**src/sv/odrgb_pkg.sv**
```systemverilog
// Package with the types, constants and channel math of the ordered dither block.
package odrgb_pkg;

    localparam int CFG_W     = 13;
    localparam int CFG_IDX_W = 2;
    localparam int CH_W      = 8;
    localparam int PIX_W     = 16;

    typedef enum logic [CFG_IDX_W-1:0] {
        REG_IMAGE_WIDTH,
        REG_IMAGE_HEIGHT,
        REG_OUT_FORMAT,
        REG_FLIP_ROWS
    } t_reg_idx;

    localparam logic FMT_RGBA4444 = 1'b0;
    localparam logic FMT_RGB565   = 1'b1;

    typedef struct packed {
        logic [CFG_W-1:0] width;
        logic [CFG_W-1:0] height;
        logic             flip;
    } t_geom_cfg;

    typedef struct packed {
        logic [3:0] weight_m1;
        logic       last;
    } t_pos_info;

    // Bayer weights minus one, indexed by {row[1:0], column[1:0]}.
    localparam logic [3:0] BAYER_M1 [16] = '{
        4'd0,  4'd8,  4'd2,  4'd10,
        4'd12, 4'd4,  4'd14, 4'd6,
        4'd3,  4'd11, 4'd1,  4'd9,
        4'd15, 4'd7,  4'd13, 4'd5
    };

    // For weights 1..16 and drops of 2..4 bits, floor(2^drop * n / 17) equals
    // (n - 1) >> (4 - drop), so the offset is a plain shift of the table entry.
    function automatic logic [CH_W-1:0] dither_channel(
        input logic [CH_W-1:0] c,
        input logic [3:0]      m1,
        input logic [2:0]      drop
    );
        logic [CH_W:0]   sum;
        logic [CH_W-1:0] sat;
        sum = {1'b0, c} + ({5'b0, m1} >> (3'd4 - drop));
        sat = sum[CH_W] ? {CH_W{1'b1}} : sum[CH_W-1:0];
        return sat >> drop;
    endfunction

endpackage

```
**src/sv/odrgb_if.sv**
```systemverilog
// Valid/ready channel interfaces for input pixel words and result words.
interface odrgb_pix_if;
    import odrgb_pkg::*;

    logic            valid;
    logic            ready;
    logic [CH_W-1:0] red;
    logic [CH_W-1:0] green;
    logic [CH_W-1:0] blue;
    logic [CH_W-1:0] alpha;

    modport source (output valid, output red, output green, output blue, output alpha,
                    input ready);
    modport sink (input valid, input red, input green, input blue, input alpha,
                  output ready);
endinterface

interface odrgb_res_if;
    import odrgb_pkg::*;

    logic             valid;
    logic             ready;
    logic [PIX_W-1:0] packed_pixel;
    logic             last_of_image;

    modport source (output valid, output packed_pixel, output last_of_image, input ready);
    modport sink (input valid, input packed_pixel, input last_of_image, output ready);
endinterface

```
**src/sv/ordered_dither_rgb_to_16bit_core.sv**
```systemverilog
// Top level of the ordered dither converter from 8-bit RGBA to 16-bit pixels.
// A word accepted at the input passes through the input register and then the result register, which drives the output.
// Throughput: one word per cycle while the output is not stalled, set by the input register and the result register.
// Each stage holds its word while the stage after it is full and stalled.
// Reset is synchronous, active low: counters restart at the top-left pixel,
// both stages empty, width and height 1, RGBA4444, no row flipping.
module ordered_dither_rgb_to_16bit_core #(
    parameter int MAX_DIM = 4096
) (
    input  logic                            i_clk,
    input  logic                            i_rst_n,
    input  logic                            i_cfg_we,
    input  logic [odrgb_pkg::CFG_IDX_W-1:0] i_cfg_idx,
    input  logic [odrgb_pkg::CFG_W-1:0]     i_cfg_data,
    odrgb_pix_if.sink                       i_pix,
    odrgb_res_if.source                     o_res
);
    import odrgb_pkg::*;

    logic [CFG_W-1:0] r_width;
    logic [CFG_W-1:0] r_height;
    logic             r_fmt;
    logic             r_flip;

    t_geom_cfg        geom;
    t_pos_info        pos;
    logic             in_acc;
    logic             adv1;

    logic             r_v1;
    logic [CH_W-1:0]  r_red;
    logic [CH_W-1:0]  r_green;
    logic [CH_W-1:0]  r_blue;
    logic [CH_W-1:0]  r_alpha;
    logic [3:0]       r_weight_m1;
    logic             r_last1;

    logic [PIX_W-1:0] pix16;
    logic             r_v2;
    logic [PIX_W-1:0] r_pixel;
    logic             r_last2;

    always_ff @(posedge i_clk) begin
        if (!i_rst_n) begin
            r_width  <= CFG_W'(1);
            r_height <= CFG_W'(1);
            r_fmt    <= FMT_RGBA4444;
            r_flip   <= 1'b0;
        end else if (i_cfg_we) begin
            case (t_reg_idx'(i_cfg_idx))
                REG_IMAGE_WIDTH:  r_width  <= i_cfg_data;
                REG_IMAGE_HEIGHT: r_height <= i_cfg_data;
                REG_OUT_FORMAT:   r_fmt    <= i_cfg_data[0];
                REG_FLIP_ROWS:    r_flip   <= i_cfg_data[0];
                default: begin
                end
            endcase
        end
    end

    assign geom.width  = r_width;
    assign geom.height = r_height;
    assign geom.flip   = r_flip;

    assign adv1        = !r_v2 || o_res.ready;
    assign i_pix.ready = i_rst_n && (!r_v1 || adv1);
    assign in_acc      = i_pix.valid && i_pix.ready;

    odrgb_pos #(
        .MAX_DIM (MAX_DIM)
    ) u_pos (
        .i_clk   (i_clk),
        .i_rst_n (i_rst_n),
        .i_step  (in_acc),
        .i_geom  (geom),
        .o_pos   (pos)
    );

    always_ff @(posedge i_clk) begin
        if (!i_rst_n) begin
            r_v1 <= 1'b0;
        end else if (i_pix.ready) begin
            r_v1 <= i_pix.valid;
        end
    end

    always_ff @(posedge i_clk) begin
        if (in_acc) begin
            r_red       <= i_pix.red;
            r_green     <= i_pix.green;
            r_blue      <= i_pix.blue;
            r_alpha     <= i_pix.alpha;
            r_weight_m1 <= pos.weight_m1;
            r_last1     <= pos.last;
        end
    end

    odrgb_pack u_pack (
        .i_red       (r_red),
        .i_green     (r_green),
        .i_blue      (r_blue),
        .i_alpha     (r_alpha),
        .i_weight_m1 (r_weight_m1),
        .i_format    (r_fmt),
        .o_pixel     (pix16)
    );

    always_ff @(posedge i_clk) begin
        if (!i_rst_n) begin
            r_v2 <= 1'b0;
        end else if (adv1) begin
            r_v2 <= r_v1;
        end
    end

    always_ff @(posedge i_clk) begin
        if (adv1 && r_v1) begin
            r_pixel <= pix16;
            r_last2 <= r_last1;
        end
    end

    assign o_res.valid         = r_v2;
    assign o_res.packed_pixel  = r_pixel;
    assign o_res.last_of_image = r_last2;

endmodule

```
**src/sv/odrgb_pos.sv**
```systemverilog
// Column and row counters that pick the dither weight and flag the last pixel.
module odrgb_pos #(
    parameter int MAX_DIM = 4096
) (
    input  logic                  i_clk,
    input  logic                  i_rst_n,
    input  logic                  i_step,
    input  odrgb_pkg::t_geom_cfg  i_geom,
    output odrgb_pkg::t_pos_info  o_pos
);
    import odrgb_pkg::*;

    localparam int CNT_W = $clog2(MAX_DIM);
    localparam int CMP_W = (CFG_W > CNT_W + 1) ? CFG_W : CNT_W + 1;

    function automatic logic [CNT_W-1:0] last_index(input logic [CFG_W-1:0] v);
        logic [CMP_W-1:0] e;
        e = CMP_W'(v);
        if (e == '0) begin
            e = CMP_W'(1);
        end else if (e > CMP_W'(MAX_DIM)) begin
            e = CMP_W'(MAX_DIM);
        end
        return CNT_W'(e - CMP_W'(1));
    endfunction

    logic [CNT_W-1:0] r_col;
    logic [CNT_W-1:0] r_row;
    logic [CNT_W-1:0] n_col;
    logic [CNT_W-1:0] n_row;
    logic [CNT_W-1:0] w_last;
    logic [CNT_W-1:0] h_last;
    logic             end_col;
    logic             end_row;
    logic [1:0]       trow;

    always_comb begin
        w_last  = last_index(i_geom.width);
        h_last  = last_index(i_geom.height);
        end_col = (r_col >= w_last);
        end_row = (r_row >= h_last);
        trow    = i_geom.flip ? (h_last[1:0] - r_row[1:0]) : r_row[1:0];

        o_pos.weight_m1 = BAYER_M1[{trow, r_col[1:0]}];
        o_pos.last      = end_col && end_row;

        n_col = end_col ? '0 : r_col + 1'b1;
        if (end_col) begin
            n_row = end_row ? '0 : r_row + 1'b1;
        end else begin
            n_row = r_row;
        end
    end

    always_ff @(posedge i_clk) begin
        if (!i_rst_n) begin
            r_col <= '0;
            r_row <= '0;
        end else if (i_step) begin
            r_col <= n_col;
            r_row <= n_row;
        end
    end

endmodule

```
**src/sv/odrgb_pack.sv**
```systemverilog
// Per-channel dither, saturation, truncation and 16-bit packing.
module odrgb_pack (
    input  logic [odrgb_pkg::CH_W-1:0]  i_red,
    input  logic [odrgb_pkg::CH_W-1:0]  i_green,
    input  logic [odrgb_pkg::CH_W-1:0]  i_blue,
    input  logic [odrgb_pkg::CH_W-1:0]  i_alpha,
    input  logic [3:0]                  i_weight_m1,
    input  logic                        i_format,
    output logic [odrgb_pkg::PIX_W-1:0] o_pixel
);
    import odrgb_pkg::*;

    logic [CH_W-1:0] r4;
    logic [CH_W-1:0] g4;
    logic [CH_W-1:0] b4;
    logic [CH_W-1:0] r5;
    logic [CH_W-1:0] g6;
    logic [CH_W-1:0] b5;

    always_comb begin
        r4 = dither_channel(i_red,   i_weight_m1, 3'd4);
        g4 = dither_channel(i_green, i_weight_m1, 3'd4);
        b4 = dither_channel(i_blue,  i_weight_m1, 3'd4);
        r5 = dither_channel(i_red,   i_weight_m1, 3'd3);
        g6 = dither_channel(i_green, i_weight_m1, 3'd2);
        b5 = dither_channel(i_blue,  i_weight_m1, 3'd3);

        case (i_format)
            FMT_RGBA4444: begin
                o_pixel = {r4[3:0], g4[3:0], b4[3:0], i_alpha[7:4]};
            end
            FMT_RGB565: begin
                o_pixel = {r5[4:0], g6[5:0], b5[4:0]};
            end
            default: begin
                o_pixel = '0;
            end
        endcase
    end

endmodule

```
**src/flat_wrapper.sv**
```systemverilog
// flat-port wrapper written by rule: the top's interface ports become plain ports
module ordered_dither_rgb_to_16bit_core_flat import odrgb_pkg::*;
#(
    parameter int MAX_DIM = 4096
)
  (i_clk, i_rst_n, i_cfg_we, i_cfg_idx, i_cfg_data, i_pix_valid, i_pix_red, i_pix_green, i_pix_blue, i_pix_alpha, i_pix_ready, o_res_valid, o_res_packed_pixel, o_res_last_of_image, o_res_ready);
  odrgb_pix_if i_pix_i ();
  odrgb_res_if o_res_i ();
  input  logic i_clk;
  input  logic i_rst_n;
  input  logic i_cfg_we;
  input  logic [odrgb_pkg::CFG_IDX_W-1:0] i_cfg_idx;
  input  logic [odrgb_pkg::CFG_W-1:0] i_cfg_data;
  input wire logic [$bits(i_pix_i.valid)-1:0] i_pix_valid;
  input wire logic [$bits(i_pix_i.red)-1:0] i_pix_red;
  input wire logic [$bits(i_pix_i.green)-1:0] i_pix_green;
  input wire logic [$bits(i_pix_i.blue)-1:0] i_pix_blue;
  input wire logic [$bits(i_pix_i.alpha)-1:0] i_pix_alpha;
  output wire logic [$bits(i_pix_i.ready)-1:0] i_pix_ready;
  output wire logic [$bits(o_res_i.valid)-1:0] o_res_valid;
  output wire logic [$bits(o_res_i.packed_pixel)-1:0] o_res_packed_pixel;
  output wire logic [$bits(o_res_i.last_of_image)-1:0] o_res_last_of_image;
  input wire logic [$bits(o_res_i.ready)-1:0] o_res_ready;
  assign i_pix_i.valid = i_pix_valid;
  assign i_pix_i.red = i_pix_red;
  assign i_pix_i.green = i_pix_green;
  assign i_pix_i.blue = i_pix_blue;
  assign i_pix_i.alpha = i_pix_alpha;
  assign i_pix_ready = i_pix_i.ready;
  assign o_res_valid = o_res_i.valid;
  assign o_res_packed_pixel = o_res_i.packed_pixel;
  assign o_res_last_of_image = o_res_i.last_of_image;
  assign o_res_i.ready = o_res_ready;
  ordered_dither_rgb_to_16bit_core #(.MAX_DIM(MAX_DIM)) u_core (.i_clk(i_clk), .i_rst_n(i_rst_n), .i_cfg_we(i_cfg_we), .i_cfg_idx(i_cfg_idx), .i_cfg_data(i_cfg_data), .i_pix(i_pix_i), .o_res(o_res_i));
endmodule
```
**config.mk**
```make
export PLATFORM = sky130hd
export DESIGN_NAME = ordered_dither_rgb_to_16bit_core_flat
export DESIGN_NICKNAME = d
export VERILOG_FILES = /design/src/sv/odrgb_pkg.sv /design/src/sv/odrgb_if.sv /design/src/sv/ordered_dither_rgb_to_16bit_core.sv /design/src/sv/odrgb_pos.sv /design/src/sv/odrgb_pack.sv /design/src/flat_wrapper.sv
export SDC_FILE = /design/constraint.sdc
export NUM_CORES = 1
export LEC_CHECK = 0
export ABC_AREA = 1
export BUFFER_PORTS_ARGS = -buffer_cell sky130_fd_sc_hd__buf_2
export CAP_MARGIN = 20
export CORE_MARGIN = 8
export CORE_UTILIZATION = 40
export DETAILED_ROUTE_END_ITERATION = 10
export GPL_TIMING_DRIVEN = 0
export MAX_ROUTING_LAYER = met4
export SETUP_SLACK_MARGIN = 0.5
export SLEW_MARGIN = 20
export SYNTH_ARGS = -nofsm -noshare
export SYNTH_HDL_FRONTEND = slang
export SYNTH_SLANG_ARGS = --single-unit
```
**constraint.sdc**
```tcl
create_clock -name i_clk -period 4 [get_ports i_clk]
set_clock_uncertainty 0.1 [all_clocks]
set_input_delay 0.8 -clock i_clk [delete_from_list [all_inputs] [get_ports i_clk]]
set_output_delay 0.8 -clock i_clk [all_outputs]
set_load 0.02 [all_outputs]
```
# Word level (Yosys, flattened, before mapping)
# Memory sizes are Yosys's and may differ from the RTL's. A register that Yosys moved wholly into a read port is not among the register bits.
# Index checks and enable logic that the tools add are counted.
[totals]
register_bits = 104
romBits = 64
in_bits = 52
out_inout_bits = 19
word_cells = 66
memories = 1
[memory_table]
columns = ["name", "words", "word_bits", "read_ports", "rd_clocked_by_memory_dff", "write_ports", "line_no", "source"]
rows = [
  ["(name not given)", 16, 4, 1, 1, 0, "odrgb_pos.sv:44", "o_pos.weight_m1 = BAYER_M1[{trow, r_col[1:0]}];"],
]
[op_classes]
n_addsub = 11
magnitude_cmp = 4
n_eq_ne = 3
muxes = 14
bitwise_logic = 2
reduce_logical = 16
[op_table]
columns = ["op", "count"]
rows = [
  ["$mux W12", 6],
  ["$mux W8", 6],
  ["$pmux W16 S2", 1],
  ["$add A8 B4 Y9", 3],
  ["$gt A13 B13 Y1 const B", 2],
  ["$logic_not A13 Y1", 2],
  ["$add A12 B1 Y12 const B", 2],
  ["$ge A12 B12 Y1", 2],
  ["$sub A12 B1 Y12 const B", 2],
  ["$add A8 B3 Y9", 2],
  ["$reduce_and A2 Y1", 5],
  ["$add A8 B2 Y9", 1],
  ["$not A4 Y5", 1],
  ["$eq A2 B2 Y1 const B", 2],
  ["$logic_and A1 B1 Y1", 4],
  ["$eq A2 B1 Y1 const B", 1],
  ["$logic_not A1 Y1", 2],
  ["$logic_not A2 Y1", 1],
  ["$logic_or A1 B1 Y1", 2],
  ["$mux W2", 1],
  ["$sub A2 B2 Y2", 1],
  ["$not A1 Y1", 1],
]

# Depth between registers and ports, before layout
[logic_depth]
ltp_word = 7
ltp_mapped = 26
depth_no_buf = 25

# Cells and area by module
# A second synthesis with hierarchy kept.
[unflattened]
cells_unflattened = 975
area_unflattened_um2 = 7041.8
[by_module_without_submodules]
columns = ["module", "n_inst", "cells_per_inst", "area_each_um2", "seq_area_each_um2"]
rows = [
  ["ordered_dither_rgb_to_16bit_core", 1, 249, 2934.1, 2222.1],
  ["odrgb_pos", 1, 421, 2662.6, 480.5],
  ["odrgb_pack", 1, 305, 1445.1, 0.0],
]

# Worst setup path before layout
# OpenSTA, ideal clock, no wires.
[synth_path]
path_kind = "register to register"
from = "reg u_core.r_height[6]"
to = "reg u_core.u_pos.r_row[5]"
setup_time_ns = 0.111
t_arrival_ns = 2.644
required_ns = 3.789
setup_slack_ns = 1.145
stages_incl_launch_ff = 25
path_buffers = 1
period_less_slack_ns = 2.855
cell_sequence = "dfxtp_1 > inv_1 > nand2_1 > inv_1 > nand2_1 > inv_1 > nand2_1 > nand2_1 > nand2_1 > ha_1 > inv_1 > nor2_1 > nand2_1 > nor3_1 > xor2_1 > ha_1 > nand2_1 > nor2_1 > and2_1 > nand2_1 > nand4_1 > buf_2 > nand3_1 > nand3_1 > nor2_1"
[synth_between]
elab_chain_cells = 6
elab_cells_between_ends = 7
classes_between = "add/sub: 1; order compare: 2; mux: 3; reduce/logical: 1"
[synth_lines]
columns = ["element", "line_no", "source"]
rows = [
  ["start: declaration", "ordered_dither_rgb_to_16bit_core.sv:21", "logic [CFG_W-1:0] r_height;"],
  ["start signal: assignment", "ordered_dither_rgb_to_16bit_core.sv:52", "REG_IMAGE_HEIGHT: r_height <= i_cfg_data;"],
  ["$gt A13 B13 Y1", "odrgb_pos.sv:21", "end else if (e > CMP_W'(MAX_DIM)) begin"],
  ["$mux W12", "odrgb_pos.sv:21", ""],
  ["$mux W12 *", "odrgb_pos.sv:19", "if (e == '0) begin"],
  ["$sub A12 B1 Y12 *", "odrgb_pos.sv:24", "return CNT_W'(e - CMP_W'(1));"],
  ["$ge A12 B12 Y1 *", "odrgb_pos.sv:41", "end_row = (r_row >= h_last);"],
  ["$mux W12 *", "odrgb_pos.sv:49", "n_row = end_row ? '0 : r_row + 1'b1;"],
  ["end signal: assignment", "odrgb_pos.sv:61", "r_row <= n_row;"],
  ["end: declaration", "odrgb_pos.sv:28", "logic [CNT_W-1:0] r_row;"],
]
# Mark *: on every way between the ends. The rest lies on a longest branch, timed or not.
# A chain may end at the register's enable or synchronous reset.

# Worst setup path after layout
[layout_path]
from = "reg u_core.r_height[6]"
to = "reg u_core.u_pos.r_row[11]"
# Same word-level chain as after synthesis.

==> run_results.csv <==
group,metric,value,unit
outcome,status,"finished clean",
logic_synthesis,netlist_instances,804,
floorplanning,rows,45,
detailed_routing,wl_per_cell,12.8,um
sta,setup_violations,0,
detailed_routing,postRouteAntennaNets,0,
detailed_routing,drt_first_iter_violations,224,
logic_synthesis,synth_nets,899,
finish,drive_gt1_share,13.0,%
setup_path,cpPeakStageDelay,0.32,ns
place,gp_congestion,0.838,
hold_path,min-delay-path-class,"register to register",
setup_path,cp.required,4.18,ns
cts,htreeDepth,3,
setup_path,endpoint,"u_core.u_pos.r_row[11]",
finish,n_antenna_cell,0,
floorplanning,top_level_ports,71,
setup_path,startpoint,"u_core.r_height[6]",
logic_synthesis,yosysUniqueCellTypes,38,
cts,cts_sinks,104,
global_route,grtUsageTotal,15.0,%
floorplanning,die_h,139,um
sta,fmax,0.325,GHz
global_route,grt_overflow,0,
setup_path,r2r_end,"u_core.u_pos.r_row[11]",
cts,cts-root-buf,"clkbuf_16",
detailed_routing,drt-vias-per-instance,4.78,
setup_path,crit_slowest_cell,"dfxtp_1",
setup_path,worstPathCellList,"inv_1 -> nand2_1 -> inv_1 -> nand2_1 -> inv_1 -> nand2_1 -> nand2_1 -> nand2_2 -> ha_2 -> inv_1 -> nor2_2 -> nand2_1 -> nor3_2 -> xor2_1 -> ha_1 -> nand2_1 -> nor2_2 -> and2_1 -> nand2_1 -> nand4_1 -> clkbuf_4 -> nor2_1 -> nand2_1 -> a21oi_1",
sta,worst_pin_slew,0.945,ns
global_route,grt_max_degree,43,
floorplanning,start_util,40.5,%
cts,clk_pin_slew_worst_paths,0.07,ns
power_and_ir_drop,leakage,3.20,nW
sta,rsz0062_at_grt,"no",
place,port_buffers,66,
setup_path,crit_fanout,10,
global_route,antenna_found_initial,0,
flow_run,maxCapViolations,0,
detailed_routing,drcViolationCount,0,
finish,syn_to_final_growth,15.5,%
sta,fin_tns_setup,0,ns
place,placed_cell_area,6680,um^2
sta,hold_violations,0,
sta,drv_slew,0,
cts,cts.path.max_buffers,2,
global_route,grt_pass1_vias,4892,
global_route,grt_first_pass_wirelength,23200,um
cts,cts_tree,"built",
cts,clock_latency,0.36,ns
power_and_ir_drop,cellPowerDensity,375,nW/um^2
setup_path,critPathLaunchType,"register",
setup_path,reg2regPathDepth,24,
logic_synthesis,avgSynthCellArea,7.58,um^2
detailed_routing,firstDrtPassIters,4,
cts,cts_setup_buffers,0,
setup_path,reg2reg_from,"u_core.r_height[6]",
power_and_ir_drop,power,0.00264,W
power_and_ir_drop,ir_drop,0.256,mV
setup_path,crit_top_cell,"nand2_1",
detailed_routing,dr_total_vias,5143,
finish,finish.instance_area,7040,um^2
setup_path,critPathKind,"register to register",
place,post-dp-hpwl,10700,um
detailed_routing,finalWirelength,13800,um
logic_synthesis,yosysWarnings,0,
sta,maxSlewHeadroom,37.0,%
logic_synthesis,ys_seq_area_share,42.4,%
floorplanning,dieArea,19400,um^2
floorplanning,die_w,139,um
setup_path,arrival,3.26,ns
finish,nets,977,
logic_synthesis,mappedNetlistArea,6090,um^2
sta,layout_min_cycle_time,3.08,ns
setup_path,rrSetupSlack,0.92,ns
floorplanning,coreArea,15000,um^2
logic_synthesis,synth-seq-cells,104,
setup_path,endpoint_kind,"register",
sta,period_share,77.0,%
cts,cts_buffers,9,
-- cells in the final DEF (no fill, tap or decap), types with 3 or more instances in the layout --
cell	count
nand2_2	6
inv_2	4
dfxtp_1	53
o21ai_1	5
buf_2	68
inv_1	86
nor2_1	148
nand2_1	179
o21bai_1	4
nor2_2	4
nand4_1	7
clkbuf_16	9
nand3_1	40
a21oi_1	47
clkbuf_1	10
xnor2_1	9
ha_1	41
xor2_1	24
o21ai_0	47
inv_8	3
nor3_1	7
a21o_1	3
edfxtp_1	50
-- critical path, delay by kind of cell (launching register included) --
| family | cells | cell delay (ns) |
|---|---|---|
| AO/OA/AOI/OAI | 1 | 0.12 |
| AND/OR/NAND/NOR | 15 | 1.41 |
| adder cells (fa/ha/maj) | 2 | 0.46 |
| flip-flops | 1 | 0.32 |
| XOR/XNOR | 1 | 0.17 |
| buffers and inverters | 5 | 0.42 |
-- stage by stage --
stage	instances	utilization (%)	setup WS (ns)	hold slack, ns
floorplan	804	-	1.15	0.300
global placement	1058	44.3	0.722	0.308
detailed placement	1059	44.4	0.693	0.307
CTS	1075	46.6	0.691	0.336
global route	1075	46.8	0.522	0.345
finish	1075	46.8	0.920	0.332
-- registers in the layout, indices dropped and copies added, names as in the netlist --
name / cells
u_core.r_green: 8
u_core.r_weight_m1: 4
u_core.o_res.last_of_image: 1
u_core.r_v1: 1
u_core.o_res.packed_pixel: 16
u_core.r_blue: 8
u_core.r_width: 13
u_core.u_pos.r_col: 12
u_core.u_pos.r_row: 12
u_core.r_red: 8
u_core.r_alpha: 4
u_core.r_flip: 1
u_core.r_fmt: 1
u_core.o_res.valid: 1
u_core.r_height: 13
u_core.r_last1: 1
-- cell usage after synthesis (all sizes together) --
library cell  number  area share, %
edfxtp            50             25
buf                6           0.62
o211ai             2           0.25
a21boi             1           0.12
ha                43            8.8
and2               1           0.10
nor2             153            9.6
nand3             40            3.3
nand4              8           0.92
or2                1           0.10
o21bai             4           0.49
a21oi             48            3.9
xnor2              9            1.3
nand3b             2           0.25
clkbuf            10           0.62
nor3               9           0.82
xor2              24            3.4
o21ai             53            4.4
inv               90            5.5
a31o               2           0.29
a21o               3           0.37
a31oi              1           0.10
o22ai              2           0.21
dfxtp             54             18
and3               2           0.21
nand2            186             12
-- power by group --
part | switching, W | internal [W] | total [W]
clock | 0.000423 | 0.000562 | 0.000984
sequential | 0.0000379 | 0.00117 | 0.00121
combinational | 0.000281 | 0.000164 | 0.000445
total | 0.000741 | 0.00190 | 0.00264
-- timing repair --
action / 4_1_cts / 5_1_grt
hold buffers: 0 / 0
gates resized for setup: 0 / 9
setup endpoints to repair: 0 / 13
-- kinds of logic (layout without fill, tap and decap cells) --
| logic type | after synthesis | count (layout) | synth area share, % |
|---|---|---|---|
| and+or+nand+nor | 402 | 402 | 27.1 |
| AOI/OAI and AO/OA | 116 | 116 | 10.2 |
| buffers and inverters | 106 | 189 | 6.77 |
| DFF | 104 | 104 | 42.4 |
| adders and majority gates | 43 | 43 | 8.83 |
| xor gates and xnor gates | 33 | 33 | 4.74 |
-- layout make-up --
type                       count  area [um^2]
fill                        1515         7990
multi-input combinational    594         3130
sequential                   104         2580
timing repair buffer          67          342
inverter                      90          338
tap                          188          235
clock buffer                   9          225
clock inverter                 7          109
buffer                        16         77.6
-- how the worst min path moves through the flow --
stage                         startpoint  slack (ns)  cells after the start                         end
final                     u_core.r_last1        0.33                      0  u_core.o_res.last_of_image
after global placement    u_core.r_last1        0.31                      0  u_core.o_res.last_of_image
after CTS                 u_core.r_last1        0.34                      0  u_core.o_res.last_of_image
after global routing      u_core.r_last1        0.35                      0  u_core.o_res.last_of_image
after detailed placement  u_core.r_last1        0.31                      0  u_core.o_res.last_of_image
after floorplan           u_core.r_last1        0.30                      0  u_core.o_res.last_of_image
-- per-layer routing --
metal / global-route usage (%) / wire [um]
met3: 3.59 / 603
met1: 18.7 / 6730
met2: 24.0 / 6300
met4: 3.76 / 142
met5: - / 0
Note: power is estimated with default switching activity, not from simulation.
